<file path="src/hdl/sbat_pkg.sv">
// Package with the types and constants of the slot allocator.
package sbat_pkg;
	localparam int SLOTS = 256;
	localparam int SLOT_W = $clog2(SLOTS);
	localparam int CNT_W = $clog2(SLOTS + 1);

	localparam logic [2:0] OP_ALLOC  = 3'd0;
	localparam logic [2:0] OP_DELETE = 3'd1;
	localparam logic [2:0] OP_CLEAR  = 3'd2;
	localparam logic [2:0] OP_LOOKUP = 3'd3;
	localparam logic [2:0] OP_SELECT = 3'd4;

	localparam logic [1:0] ST_OK    = 2'd0;
	localparam logic [1:0] ST_FULL  = 2'd1;
	localparam logic [1:0] ST_EMPTY = 2'd2;
	localparam logic [1:0] ST_MISS  = 2'd3;

	typedef struct packed {
		logic [2:0]  opcode;
		logic [63:0] uid_low;
		logic [63:0] uid_high;
		logic [7:0]  slot_index;
		logic [7:0]  rank;
	} in_word_t;

	typedef struct packed {
		logic [1:0] status;
		logic [7:0] slot;
		logic [8:0] occupied_count;
	} out_word_t;

	// Commands from the controller to the datapath.
	typedef struct packed {
		logic load;       // capture the input word, clear scan pointer
		logic step;       // examine one slot, advance pointer
		logic do_alloc;   // mark scan slot occupied, write identifier
		logic do_delete;  // free slot_index
		logic do_clear;   // free all slots
	} cmd_t;

	// Status from the datapath to the controller.
	typedef struct packed {
		logic              hit;       // current scan slot satisfies the operation
		logic              last;      // current scan slot is the final one
		logic              empty;
		logic              full;
		logic              del_ok;    // delete target is occupied
		logic [SLOT_W-1:0] del_slot;  // delete target
		logic [2:0]        opcode;
	} stat_t;
endpackage

</file>
<file path="src/hdl/sbat_ctrl.sv">
// Controller: sequences one word through decode, scan and result.
module sbat_ctrl
	import sbat_pkg::*;
(
	input  logic      clk,
	input  logic      arst_n,
	input  logic      in_valid,
	output logic      in_ready,
	output logic      out_valid,
	input  logic      out_ready,
	input  stat_t     stat,
	input  logic [SLOT_W-1:0] ptr,
	input  logic [CNT_W-1:0]  count,
	output cmd_t      cmd,
	output out_word_t out_word
);
	typedef enum logic [2:0] {S_IDLE, S_DEC, S_WAIT, S_TEST, S_FIN, S_OUT} state_t;
	state_t     state_q;
	logic [1:0] st_q;
	logic [7:0] slot_q;

	assign in_ready = (state_q == S_IDLE) && !out_valid;

	always_comb begin
		cmd = '0;
		cmd.load = in_valid && in_ready;
		if (state_q == S_DEC) begin
			cmd.do_delete = (stat.opcode == OP_DELETE) && !stat.empty
				&& stat.del_ok;
			cmd.do_clear  = (stat.opcode == OP_CLEAR);
		end
		if (state_q == S_TEST) begin
			cmd.do_alloc = stat.hit && (stat.opcode == OP_ALLOC);
			cmd.step     = !stat.hit && !stat.last;
		end
	end

	always_ff @(posedge clk or negedge arst_n) begin
		if (!arst_n) begin
			state_q   <= S_IDLE;
			out_valid <= 1'b0;
			st_q      <= ST_OK;
			slot_q    <= '0;
		end else begin
			if (out_valid && out_ready) begin
				out_valid <= 1'b0;
			end
			unique case (state_q)
				S_IDLE: begin
					if (cmd.load) begin
						state_q <= S_DEC;
					end
				end
				S_DEC: begin
					case (stat.opcode) inside
						OP_ALLOC: begin
							slot_q <= '0;
							if (stat.full) begin
								st_q    <= ST_FULL;
								state_q <= S_FIN;
							end else begin
								st_q    <= ST_OK;
								state_q <= S_WAIT;
							end
						end
						OP_DELETE: begin
							state_q <= S_FIN;
							if (stat.empty) begin
								st_q   <= ST_EMPTY;
								slot_q <= '0;
							end else if (!stat.del_ok) begin
								st_q   <= ST_MISS;
								slot_q <= '0;
							end else begin
								st_q   <= ST_OK;
								slot_q <= 8'(stat.del_slot);
							end
						end
						OP_LOOKUP, OP_SELECT: begin
							slot_q <= '0;
							if (stat.empty) begin
								st_q    <= ST_MISS;
								state_q <= S_FIN;
							end else begin
								st_q    <= ST_OK;
								state_q <= S_WAIT;
							end
						end
						default: begin
							st_q    <= ST_OK;
							slot_q  <= '0;
							state_q <= S_FIN;
						end
					endcase
				end
				S_WAIT: state_q <= S_TEST;
				S_TEST: begin
					if (stat.hit) begin
						slot_q  <= 8'(ptr);
						state_q <= S_FIN;
					end else if (stat.last) begin
						st_q    <= ST_MISS;
						state_q <= S_FIN;
					end else begin
						state_q <= S_WAIT;
					end
				end
				S_FIN: state_q <= S_OUT;
				S_OUT: begin
					out_valid <= 1'b1;
					state_q   <= S_IDLE;
				end
				default: state_q <= S_IDLE;
			endcase
		end
	end

	assign out_word.status         = st_q;
	assign out_word.slot           = slot_q;
	assign out_word.occupied_count = 9'(count);

	assert property (@(posedge clk) disable iff (!arst_n)
		in_ready |-> !out_valid)
		else $error("new word taken while result pending");
	assert property (@(posedge clk) disable iff (!arst_n)
		$onehot0({cmd.do_alloc, cmd.do_delete, cmd.do_clear}))
		else $error("conflicting update commands");
	assert property (@(posedge clk) disable iff (!arst_n)
		out_valid |-> (out_word.status == ST_OK || out_word.slot == '0))
		else $error("nonzero slot with error status");
endmodule

</file>
<file path="config.mk">
export PLATFORM = sky130hd
export DESIGN_NAME = sbat_ctrl
export DESIGN_NICKNAME = d
export VERILOG_FILES = /design/src/hdl/sbat_pkg.sv /design/src/hdl/sbat_ctrl.sv
export SDC_FILE = /design/constraint.sdc
export NUM_CORES = 1
export LEC_CHECK = 0
export BUFFER_PORTS_ARGS = -buffer_cell sky130_fd_sc_hd__buf_2
export CORE_MARGIN = 2
export CORE_UTILIZATION = 45
export CTS_BUF_LIST = sky130_fd_sc_hd__clkbuf_8
export DETAILED_ROUTE_END_ITERATION = 8
export PLACE_DENSITY = 0.82
export SETUP_SLACK_MARGIN = 0.15
export SYNTH_ARGS = -nofsm -noshare
export SYNTH_HDL_FRONTEND = slang
export SYNTH_SLANG_ARGS = --single-unit
</file>
<file path="constraint.sdc">
create_clock -name clk -period 1.8 [get_ports clk]
set_input_delay 0.09 -clock clk [delete_from_list [all_inputs] [get_ports clk]]
set_output_delay 0.09 -clock clk [all_outputs]
set_load 0.01 [all_outputs]
</file>
==> impl_metrics.toml <==
[run_status]
outcome = "finished clean"

[grt]
grt_overflow_total = 0
grt_pass1_vias = 923
antenna_found_initial = 0
grt_max_degree = 20
grt_pass1_wl_um = 4140
track_usage_pct = 19.7

[cells_and_area]
drive_above_1_share_pct = 41.6
area_growth_pct = 20.5
stdcell_count = 182
antenna_cells = 0
multi_input_area_um2 = 589
seq_area_um2 = 353
layout.nets = 192
fillerInstances = 205

[placed_design]
post-dp-hpwl_um = 1970
io_buffers = 44
placed_cells = 177
routabilityCongestion = 0.860

[timing]
finClkSkew_ps = 4.95
fin_tns_setup_ps = 0
slew_headroom_pct = 78.7
period_share_pct = 83.8
setup_viol = 0
rsz0062_at_grt = "false"
maxSlewViolCount = 0
fin_crit_ps = 1510
hold_viol = 0
fmax_ghz = 0.663
worst_slew_pin_slew_ps = 319

[power]
power.density_nw_per_um2 = 1380
irDropWorstVdd_mv = 0.610
cellLeakagePower_nw = 0.572
p_switching_mw = 0.710
combPwrFrac_pct = 49.2
clock_power_share_pct = 16.9
p_int_mw = 1.07
seq_power_share_pct = 33.9
swShare_pct = 39.9

[logic_synthesis]
yosys_warnings = 0
synth_area_leaders = "dfrtp_1 33%, a211oi_1 13%, a21oi_1 8.4%, buf_4 7.7%, nand2b_1 7.0%"
synthesis.area_um2 = 1070
synthCells = 123
yosys.area.top_type_share_pct = 32.7
synth_nets = 160
yosys.area.top_type = "dfrtp_1"
syn_area_per_cell_um2 = 8.72
synth.distinct_cells = 36
synth_seq_cells = 14
ys_seq_area_share_pct = 32.7

[critical_path]
arrival_ps = 1420
cp.required_ps = 1710
worstSetupPathType = "flop to output port"
critical_path.cell_chain = "nor2b_2 > nand2b_1 > nor4b_2 > buf_2"
worstPathMaxFanout = 9
critical_path.max_stage_delay_ps = 470
cp_slowest_cell = "dfrtp_1"
cp-end-kind = "output port"
critical_path.top_delay_family = "simple AND/OR/NAND/NOR gates"
start_kind = "flop"
critPathBufInv = 1

[cts]
clkLatencyLatePin_ps = 240
clkTransAtPathRegs_ps = 60
cts_buffer_depth = 2
htreeDepth = 1
cts_root_buffer = "clkbuf_8"
cts_tree = "built"
cts_inserted_buffers = 3
cts.sinks = 14
post_cts_buffers = 0

[floorplanning]
ioPinCount = 63
start_util_pct = 48.0
die_y_um = 52.8
coreArea_um2 = 2230
die_w_um = 52.8
dieArea_um2 = 2790
rows = 17

[run]
max_cap_violations = 0

[detailed_routing]
routedWlPerCell_um = 14.0
drtIter0Drc = 21
drc_errors = 0
viasPerCell = 5.69
ant_nets = 0
wirelength_um = 2550
first_pass_iters = 4
vias = 1035

[hold_path]
min_path_type = "input pin to flop"
## Yosys cell counts
cell,n
a211oi_1,18
or4b_1,1
and2_1,1
a22o_2,1
a21oi_1,18
o21ai_0,3
clkbuf_1,2
mux2i_1,1
and3b_1,1
nor4b_1,1
nor3b_4,1
a311o_1,1
nor2_1,4
nand2b_1,12
and2b_2,1
nor4_1,1
o32a_1,1
or3_2,1
nor3_1,1
o22a_2,1
or2_2,1
a31oi_1,2
nand3b_1,2
nor2b_1,2
clkbuf_2,1
dfrtp_1,14
a32oi_1,1
buf_1,2
nand3_1,3
nand4_4,1
inv_1,2
buf_4,11
buf_2,4
nand2_1,3
or3b_2,2
buf_6,1
## worst paths after layout
kind                                          endpoint  slack [ps]              startpoint  depth (start not counted)
max in group asynchronous       state_q[1]$_DFFE_PN0P_        1270                  arst_n                          2
min in group asynchronous        slot_q[5]$_DFFE_PN0P_         270                  arst_n                          2
worst max register to register   slot_q[2]$_DFFE_PN0P_         330  state_q[2]$_DFFE_PN0P_                          4
worst max-delay path                            cmd[0]         290  state_q[2]$_DFFE_PN0P_                          4
worst min register to register     st_q[1]$_DFFE_PN0P_         500     st_q[1]$_DFFE_PN0P_                          1
worst min-delay path             out_valid$_DFFE_PN0P_          30               out_ready                          2
## power by group through the flow
stage	clock network, mW	logic [mW]	registers, mW
global placement	0	0.842	0.589
finish	0.302	0.875	0.604
detailed placement	0	0.869	0.601
floorplan	0	0.615	0.606
CTS	0.307	0.872	0.596
global route	0.326	0.979	0.635
## metal layers
metal,vias to the layer above,part of all wire (%),GRT usage [%]
li1,507,-,-
met1,485,42,24.5
met2,39,49,34.4
met3,4,8.1,2.57
met4,0,0.90,6.84
met5,-,0,0
## final cells by class
| cell class | count | share of cell area, % |
|---|---|---|
| multi-input combinational | 86 | 45.6 |
| sequential | 14 | 27.3 |
| timing repair buffer | 48 | 19.6 |
| clock buffer | 4 | 4.26 |
| tap | 28 | 2.71 |
| inverter | 2 | 0.581 |
## cells in the final DEF, fill, tap and decap left out
| cell type | instances |
|---|---|
| o32a_1 | 1 |
| or3_2 | 1 |
| buf_2 | 44 |
| a21oi_1 | 18 |
| nand4_4 | 1 |
| nor4b_2 | 1 |
| o22a_2 | 1 |
| clkbuf_8 | 4 |
| and2b_2 | 1 |
| and3b_1 | 1 |
| nor3b_4 | 1 |
| inv_1 | 2 |
| dlygate4sd3_1 | 1 |
| nor2b_2 | 1 |
| dfrtp_1 | 12 |
| nand2b_1 | 12 |
| or3b_2 | 2 |
| buf_4 | 3 |
| nor3_1 | 1 |
| nor2_1 | 4 |
| or4b_1 | 1 |
| nand3_1 | 3 |
| a22o_2 | 1 |
| or2_2 | 1 |
| a211oi_1 | 18 |
| dfrtp_2 | 2 |
| a31oi_1 | 2 |
| and2_1 | 1 |
| mux2i_1 | 1 |
| nor4_1 | 1 |
| o21ai_0 | 3 |
| nand3b_1 | 2 |
| nand2_1 | 3 |
| a311o_1 | 1 |
| nor2b_1 | 1 |
| a32oi_1 | 1 |
## stage by stage
stage	hold slack [ps]	worst slack [ps]	cell area (um^2)	util (%)	power [mW]
4_1_cts	32.0	168	1280	57.4	1.78
3_3_place_gp	-0.125	437	1220	54.5	1.43
3_5_place_dp	1.48	370	1220	54.5	1.47
5_1_grt	28.5	163	1290	57.9	1.94
2_1_floorplan	-206	431	1070	-	1.22
6_report	29.5	291	1290	57.9	1.78
## worst reg2reg max path, delay by kind of cell, from the launching register on
family	cells	cell delay [ps]
flops	1	490
simple gates	1	340
compound gates	2	300
buf+inv	1	230
## sequential cells by signal, summed over array words and instances, names as in the netlist
register,cells
out_valid,1
state_q,3
st_q,2
slot_q,8
## kinds of logic after synthesis
| kind of cell | count (synthesis) | synth area share, % |
|---|---|---|
| AOI/OAI and AO/OA | 46 | 28.1 |
| and+or+nand+nor | 39 | 25.1 |
| buffers and inverters | 23 | 13.2 |
| DFF | 14 | 32.7 |
| muxes | 1 | 0.934 |
## repair_timing
| action | CTS | global route |
|---|---|---|
| gates resized for setup | 0 | 4 |
| endpoints found under the setup margin | 0 | 4 |
| hold endpoints to repair | 14 | 0 |
| hold buffers | 1 | 0 |
(Power assumes the default switching activity.)
